### src/rtl/ppu_pkg.sv
// Shared types and constants for the packed pixel unpacker.
package ppu_pkg;

  localparam int unsigned CfgIndexW = 32;
  localparam int unsigned CfgDataW  = 16;

  localparam logic [CfgIndexW-1:0] CFG_BITS_PER_PIXEL = 32'd0;
  localparam logic [CfgIndexW-1:0] CFG_IMAGE_COLUMNS  = 32'd1;
  localparam logic [CfgIndexW-1:0] CFG_IMAGE_ROWS     = 32'd2;

  localparam logic [3:0]  BPP_RESET  = 4'd8;
  localparam logic [15:0] SIZE_RESET = 16'd1;

  typedef enum logic [1:0] {
    ST_IDLE = 2'b01,
    ST_RUN  = 2'b10
  } state_t;

  typedef struct packed {
    logic load;
    logic step;
  } cmd_t;

  typedef struct packed {
    logic complete;
    logic byte_done;
    logic out_free;
  } status_t;

endpackage

### src/rtl/ppu_ctrl.sv
// Controller: accepts a byte, then steps the datapath until the byte is used up.
module ppu_ctrl (
  input  logic             clk,
  input  logic             rst,
  input  logic             in_valid,
  output logic             in_stall,
  input  ppu_pkg::status_t stat,
  output ppu_pkg::cmd_t    cmd
);

  ppu_pkg::state_t state, state_next;

  always_ff @(posedge clk) begin
    if (rst) begin
      state <= ppu_pkg::ST_IDLE;
    end else begin
      state <= state_next;
    end
  end

  always_comb begin
    state_next = state;
    cmd.load   = 1'b0;
    cmd.step   = 1'b0;
    in_stall   = 1'b1;
    unique case (state)
      ppu_pkg::ST_IDLE: begin
        in_stall = 1'b0;
        if (in_valid) begin
          cmd.load   = 1'b1;
          state_next = ppu_pkg::ST_RUN;
        end
      end
      ppu_pkg::ST_RUN: begin
        // hold while a finished pixel has nowhere to go
        cmd.step = !(stat.complete && !stat.out_free);
        if (cmd.step && stat.byte_done) begin
          state_next = ppu_pkg::ST_IDLE;
        end
      end
      default: state_next = ppu_pkg::ST_IDLE;
    endcase
  end

endmodule

### src/rtl/ppu_datapath.sv
// Datapath: config registers, bit extraction, position counters, output register.
module ppu_datapath (
  input  logic                            clk,
  input  logic                            rst,
  input  logic                            cfg_write,
  input  logic [ppu_pkg::CfgIndexW-1:0]   cfg_index,
  input  logic [ppu_pkg::CfgDataW-1:0]    cfg_data,
  input  logic [7:0]                      data_byte,
  input  ppu_pkg::cmd_t                   cmd,
  output ppu_pkg::status_t                stat,
  output logic                            out_valid,
  input  logic                            out_stall,
  output logic [7:0]                      pixel_value,
  output logic                            end_of_row,
  output logic                            end_of_image,
  output logic                            last
);

  logic [3:0]  reg_bpp;
  logic [15:0] reg_cols;
  logic [15:0] reg_rows;

  logic [7:0]  byte_reg;
  logic [3:0]  pos;
  logic [7:0]  partial;
  logic [2:0]  bits_held;
  logic [15:0] col;
  logic [15:0] row;

  logic [3:0]  bpp;
  logic [15:0] cols;
  logic [15:0] rows;
  logic [3:0]  need;
  logic [3:0]  avail;
  logic [3:0]  take;
  logic [7:0]  shifted;
  logic [7:0]  mask;
  logic [15:0] wide;
  logic [7:0]  partial_next;
  logic [3:0]  held_next;
  logic [3:0]  pos_next;
  logic [3:0]  remain;
  logic        complete;
  logic        eor;
  logic        eoi;

  always_ff @(posedge clk) begin
    if (rst) begin
      reg_bpp  <= ppu_pkg::BPP_RESET;
      reg_cols <= ppu_pkg::SIZE_RESET;
      reg_rows <= ppu_pkg::SIZE_RESET;
    end else if (cfg_write) begin
      unique case (cfg_index)
        ppu_pkg::CFG_BITS_PER_PIXEL: reg_bpp  <= cfg_data[3:0];
        ppu_pkg::CFG_IMAGE_COLUMNS:  reg_cols <= cfg_data;
        ppu_pkg::CFG_IMAGE_ROWS:     reg_rows <= cfg_data;
        default: ;
      endcase
    end
  end

  always_comb begin
    bpp = reg_bpp;
    if (reg_bpp == 4'd0) bpp = 4'd1;
    if (reg_bpp > 4'd8)  bpp = 4'd8;
    cols = (reg_cols == 16'd0) ? 16'd1 : reg_cols;
    rows = (reg_rows == 16'd0) ? 16'd1 : reg_rows;

    need         = bpp - {1'b0, bits_held};
    avail        = 4'd8 - pos;
    take         = (need < avail) ? need : avail;
    shifted      = byte_reg >> (avail - take);
    mask         = 8'((9'd1 << take) - 9'd1);
    wide         = {8'd0, partial} << take;
    partial_next = wide[7:0] | (shifted & mask);
    held_next    = {1'b0, bits_held} + take;
    pos_next     = pos + take;
    remain       = 4'd8 - pos_next;
    complete     = (held_next == bpp);
    eor          = ({1'b0, col} + 17'd1) >= {1'b0, cols};
    eoi          = eor && (({1'b0, row} + 17'd1) >= {1'b0, rows});
  end

  assign stat.complete  = complete;
  // a step that completes no pixel has taken the rest of the byte
  assign stat.byte_done = !complete || eoi || (pos_next == 4'd8);
  assign stat.out_free  = !out_valid || !out_stall;

  always_ff @(posedge clk) begin
    if (rst) begin
      partial   <= 8'd0;
      bits_held <= 3'd0;
      col       <= 16'd0;
      row       <= 16'd0;
      pos       <= 4'd0;
    end else if (cmd.load) begin
      byte_reg <= data_byte;
      pos      <= 4'd0;
      // drop held bits that no longer fit the pixel width
      if ({1'b0, bits_held} >= bpp) begin
        bits_held <= 3'd0;
        partial   <= 8'd0;
      end
    end else if (cmd.step) begin
      pos <= pos_next;
      if (complete) begin
        partial   <= 8'd0;
        bits_held <= 3'd0;
        if (eoi) begin
          col <= 16'd0;
          row <= 16'd0;
        end else if (eor) begin
          col <= 16'd0;
          row <= row + 16'd1;
        end else begin
          col <= col + 16'd1;
        end
      end else begin
        partial   <= partial_next;
        bits_held <= held_next[2:0];
      end
    end
  end

  always_ff @(posedge clk) begin
    if (rst) begin
      out_valid <= 1'b0;
    end else if (cmd.step && complete) begin
      out_valid <= 1'b1;
    end else if (!out_stall) begin
      out_valid <= 1'b0;
    end
  end

  always_ff @(posedge clk) begin
    if (cmd.step && complete) begin
      pixel_value  <= partial_next;
      end_of_row   <= eor;
      end_of_image <= eoi;
      last         <= eoi || (remain < bpp);
    end
  end

endmodule

### src/rtl/packed_pixel_unpacker_top.sv
// Top level of the packed pixel unpacker.
//
// Input channel (in_valid / in_stall, data_byte) takes one byte of a
// bit-packed gray image, MSB first. Output channel (out_valid / out_stall)
// gives one item per completed pixel: pixel_value right aligned, with
// end_of_row, end_of_image and last (final pixel caused by this byte).
// Config port (cfg_valid / cfg_ready, cfg_index, cfg_data) is always ready:
// index 0 bits_per_pixel, 1 image_columns, 2 image_rows; other indexes are
// ignored. Write config only while the block is idle.
// After a byte is accepted, in_stall stays high while the datapath extracts
// one pixel field per cycle unless the output stalls: one field for each
// pixel the byte finishes, plus one if it ends on a partial pixel. The byte
// is held in byte_reg, and each finished pixel is registered in the output
// register. Out_stall holds the output register and freezes the extraction
// step until the pixel is taken.
// After the last pixel of an image the rest of the byte is dropped.
// Reset (rst, synchronous) clears the position state and output valid and
// restores bits_per_pixel 8, one column, one row.
module packed_pixel_unpacker_top (
  input  logic                          clk,
  input  logic                          rst,
  input  logic                          in_valid,
  output logic                          in_stall,
  input  logic [7:0]                    data_byte,
  output logic                          out_valid,
  input  logic                          out_stall,
  output logic [7:0]                    pixel_value,
  output logic                          end_of_row,
  output logic                          end_of_image,
  output logic                          last,
  input  logic                          cfg_valid,
  output logic                          cfg_ready,
  input  logic [ppu_pkg::CfgIndexW-1:0] cfg_index,
  input  logic [ppu_pkg::CfgDataW-1:0]  cfg_data
);

  ppu_pkg::cmd_t    cmd;
  ppu_pkg::status_t stat;

  assign cfg_ready = 1'b1;

  ppu_ctrl u_ctrl (
    .clk      (clk),
    .rst      (rst),
    .in_valid (in_valid),
    .in_stall (in_stall),
    .stat     (stat),
    .cmd      (cmd)
  );

  ppu_datapath u_datapath (
    .clk          (clk),
    .rst          (rst),
    .cfg_write    (cfg_valid && cfg_ready),
    .cfg_index    (cfg_index),
    .cfg_data     (cfg_data),
    .data_byte    (data_byte),
    .cmd          (cmd),
    .stat         (stat),
    .out_valid    (out_valid),
    .out_stall    (out_stall),
    .pixel_value  (pixel_value),
    .end_of_row   (end_of_row),
    .end_of_image (end_of_image),
    .last         (last)
  );

endmodule

### config.mk
export PLATFORM = sky130hd
export DESIGN_NAME = packed_pixel_unpacker_top
export DESIGN_NICKNAME = d
export VERILOG_FILES = /design/src/rtl/ppu_pkg.sv /design/src/rtl/ppu_ctrl.sv /design/src/rtl/ppu_datapath.sv /design/src/rtl/packed_pixel_unpacker_top.sv
export SDC_FILE = /design/constraint.sdc
export NUM_CORES = 1
export LEC_CHECK = 0
export ABC_CLOCK_PERIOD_IN_PS = 7490
export BUFFER_PORTS_ARGS = -buffer_cell sky130_fd_sc_hd__buf_2
export CAP_MARGIN = 20
export CORE_UTILIZATION = 36
export CTS_BUF_LIST = sky130_fd_sc_hd__clkbuf_16
export CTS_CLUSTER_SIZE = 24
export DETAILED_ROUTE_END_ITERATION = 6
export GPL_TIMING_DRIVEN = 0
export SYNTH_ARGS = -nofsm -noshare
export SYNTH_HDL_FRONTEND = slang
export SYNTH_SLANG_ARGS = --single-unit
### constraint.sdc
create_clock -name clk -period 7.49 [get_ports clk]
set_input_delay 0.749 -clock clk [delete_from_list [all_inputs] [get_ports clk]]
set_output_delay 0.749 -clock clk [all_outputs]
set_load 0.005 [all_outputs]
==> run summary <==
===========================================================================================
Status                                                                         complete, no violations
Fin Hold WS                                                                       0.4915 ns
Num rows                                                                                 50
Number of detailed-route iterations in the first pass                                     4
CTS sink count                                                                          105
Setup clock skew after layout                                                    0.01217 ns
Final routed wire length divided by cell count                                 15.15 microns
Total of max-cap violations                                                               0
Part of the power in the clock network                                                40.7%
Number of nets in the final layout                                                      985
Count of yosys warnings during synthesis                                                  0
Cell Pwr Density                                                               160.3 nW/um^2
Total setup violations reported at the end of the flow                                    0
Vias in the first global route                                                         5507
Root cell of the clock tree                                                       clkbuf_16
Transition time of the tightest slew-check pin                                     1.080 ns
Wire length of the first global-routing pass                                   27810 microns
CTS Hold Buffers Added                                                                    0
Area fraction of the dominant cell type after synthesis                              25.13%
Commonest cells after routing, fill and taps aside                             nor2_1, dfxtp_1, buf_2
Critical Path Fanout Max                                                                 12
Area of the mapped netlist                                                       6852 sq um
Setup repair after global routing missed its margin                                      no
Share of total power consumed by net switching                                       28.87%
Grt ovf                                                                                   0
Total number of H-tree levels                                                             3
Clock latency at the later pin of the worst-skew pair                               0.37 ns
DRC violation count after routing                                                         0
Number of antenna violations at the first check in global routing                         0
Worst hold path cell count                                                                2
Via density per instance                                                              5.208
Num CTS Buffers                                                                           9
R2R cell count                                                                           26
Leading cell types by total area after synthesis                               dfxtp_1, ha_1, edfxtp_1
End-of-flow core utilization                                                         41.92%
Cells after synthesis                                                                   778
Vert. Die Dim                                                                  140.0 microns
Static Leak                                                                        3.113 nW
Antenna diode count                                                                       0
IR drop worst, VDD                                                                 129.5 uV
Horizontal die dimension                                                       140.0 microns
Number of buffers inserted to repair setup after CTS                                      0
Capture instance of the worst register-to-register path                        u_datapath.row[4]$_SDFFE_PP0P_
Data required time of the worst path                                                7.79 ns
Critical path start-end classification                                           reg -> reg
Element type at the critical path start                                                flop
Synth area leader                                                                   dfxtp_1
Post-synthesis async set-or-reset flop share                                             0%
Endpoint of the worst hold-timing path                                         u_datapath.reg_rows[0]$_SDFFE_PP1P_
Synthesized Nets                                                                        899
Part of the power in registers                                                        46.6%
Core Region                                                                     18710 sq um
Dpl hpwl                                                                       12900 microns
Top FF cell, synth                                                                  dfxtp_1
Number of vias after detailed routing                                                  5744
Flop2flop setup slack                                                               1.27 ns
Clock slew at reported path FFs                                                     0.09 ns
Min Clock Period, post-route                                                       6.221 ns
Routability congestion estimate from global placement                                0.8528
Number of design-rule violations left by the first detailed-router iteration            227
Post-route setup TNS                                                                   0 ns
Arrival time worst endpoint                                                         6.52 ns
Resized cells post-CTS                                                                    0
Maximum number of pins on one net before global-route repair                             24
Fraction of layout instances using a drive strength above 1                          15.65%
Share of power burned in combinational logic                                          12.7%
Overall routed net length                                                      16710 microns
Maximum achievable frequency                                                     0.1607 GHz
Final max-slew violation count                                                            0
Critical Path End Type                                                                 flop
Max-slew headroom                                                                    27.55%
Area of the die                                                                 19590 sq um
IO buf count                                                                             73
Share of synthesized area occupied by flip-flops and latches                         33.46%
Area Overhead vs Synth                                                               14.44%
Number of distinct library cells after synthesis                                         71
Final worst path period share                                                        83.06%
Starting density of the core                                                         36.63%
Clock Tree Buf Depth                                                                      2
Syn Area/Cell                                                                   8.807 sq um
Number of antenna-violating nets in the routed design                                     0
TritonCTS clock tree                                                                    yes
Ports                                                                                    75
Switching component of the power                                                0.0003630 W
Min-Delay Startpoint                                                           u_datapath.reg_rows[0]$_SDFFE_PP1P_
Internal power of the cells                                                     0.0008942 W
Origin of the critical flop-to-flop path                                       u_datapath.reg_bpp[3]$_SDFFE_PP1P_
Class of the tightest hold or removal check                                      reg -> reg
Number of synthesized register bits                                                     105
Final Hold Viols                                                                          0
EDFF count, synth                                                                        19
Total routing usage reported by global routing                                       17.80%
===========================================================================================
## layer usage
metal / vias to the layer above / track usage (%) / wire length (microns)
met5: - / 0 / 0
met2: 79 / 30.74 / 8112
li1: 2931 / - / -
met3: 15 / 3.556 / 503
met4: 0 / 3.817 / 208
met1: 2719 / 22.89 / 7885
## metrics by stage
stage	cells	power [W]	cell area [sq um]	setup WS, ns
floorplan	778	0.0007029	6852	2.283
global placement	1085	0.0007585	7510	1.299
detailed placement	1086	0.0007589	7515	1.305
CTS	1102	0.001269	7834	1.238
global route	1103	0.001308	7841	0.8086
finish	1103	0.001257	7841	1.269
## power groups by stage
stage | clock network, W | registers (W) | logic, W
after global placement | 0 | 0.000599 | 0.000160
after floorplan | 0 | 0.000598 | 0.000105
after CTS | 0.000523 | 0.000586 | 0.000161
final | 0.000512 | 0.000585 | 0.000160
after detailed placement | 0 | 0.000599 | 0.000160
after global routing | 0.000546 | 0.000586 | 0.000176
## final cells by class
| type | instances | area [sq um] |
|---|---|---|
| multi-input cells | 586 | 4205 |
| fillers | 1888 | 10860 |
| repair buffers | 75 | 377.9 |
| well taps | 234 | 292.8 |
| plain buffers | 25 | 115.1 |
| clock buffers | 9 | 225.2 |
| inverters | 62 | 239.0 |
| flip-flops and latches | 105 | 2292 |
| clock inverters | 7 | 93.84 |
## worst max path at each step
stage / from / slack, ns / end / cells past startpoint
6_report: u_datapath.reg_bpp[3]$_SDFFE_PP1P_ / 1.27 / u_datapath.row[4]$_SDFFE_PP0P_ / 26
5_1_grt: u_datapath.reg_bpp[3]$_SDFFE_PP1P_ / 0.81 / u_datapath.partial[7]$_SDFFE_PP0P_ / 23
4_1_cts: u_datapath.reg_bpp[3]$_SDFFE_PP1P_ / 1.24 / u_datapath.partial[7]$_SDFFE_PP0P_ / 23
3_5_place_dp: u_datapath.reg_bpp[3]$_SDFFE_PP1P_ / 1.31 / u_datapath.partial[6]$_SDFFE_PP0P_ / 23
3_3_place_gp: u_datapath.reg_bpp[3]$_SDFFE_PP1P_ / 1.30 / u_datapath.row[4]$_SDFFE_PP0P_ / 26
2_1_floorplan: u_datapath.reg_bpp[3]$_SDFFE_PP1P_ / 2.28 / u_datapath.row[3]$_SDFFE_PP0P_ / 26
## worst max-delay path: stages, from the launching register on
cell and delay, ns:
dfxtp_1 0.31, buf_2 0.20, inv_1 0.13, o21ai_1 0.21, ha_1 0.26, inv_1 0.07
ha_1 0.24, and2_1 0.17, a221oi_2 0.31, ha_1 0.29, o21a_1 0.20, o22ai_4 0.27
o21ai_2 0.20, inv_6 0.15, ha_1 0.19, inv_1 0.07, fa_1 0.46, xnor2_2 0.28
nand3_1 0.12, o32a_1 0.33, a211oi_4 0.39, nand3_2 0.22, clkinv_2 0.17, o211ai_2 0.21
buf_6 0.26, or3_1 0.30, a21oi_1 0.14
## cell usage after synthesis, drive strengths merged, types with 6 or more instances
library cell	count
xor2	31
clkbuf	14
o21ai	31
a21oi	40
nor3	16
and3	8
a21o	14
a22o	6
or3	6
a211oi	7
nor2b	10
o32ai	9
dfxtp	86
inv	61
nor4	15
edfxtp	19
nand2b	6
nor2	86
mux2i	48
and2	7
ha	57
xnor2	27
nand2	59
nand4	7
buf	11
nand3	29
## cell families (layout without fill, tap and decap cells)
group / count (synthesis) / after routing / synth area share (%)
adder cells (fa/ha/maj): 60 / 60 / 11.29
AND/OR/NAND/NOR: 263 / 263 / 18.50
flip-flops: 105 / 105 / 33.46
XOR/XNOR: 58 / 58 / 7.524
buffers and inverters: 87 / 178 / 5.168
multiplexers: 56 / 56 / 8.820
AO/OA/AOI/OAI: 148 / 148 / 15.19
other: 1 / 1 / 0.05473
Power figures use the tool's default switching activity.
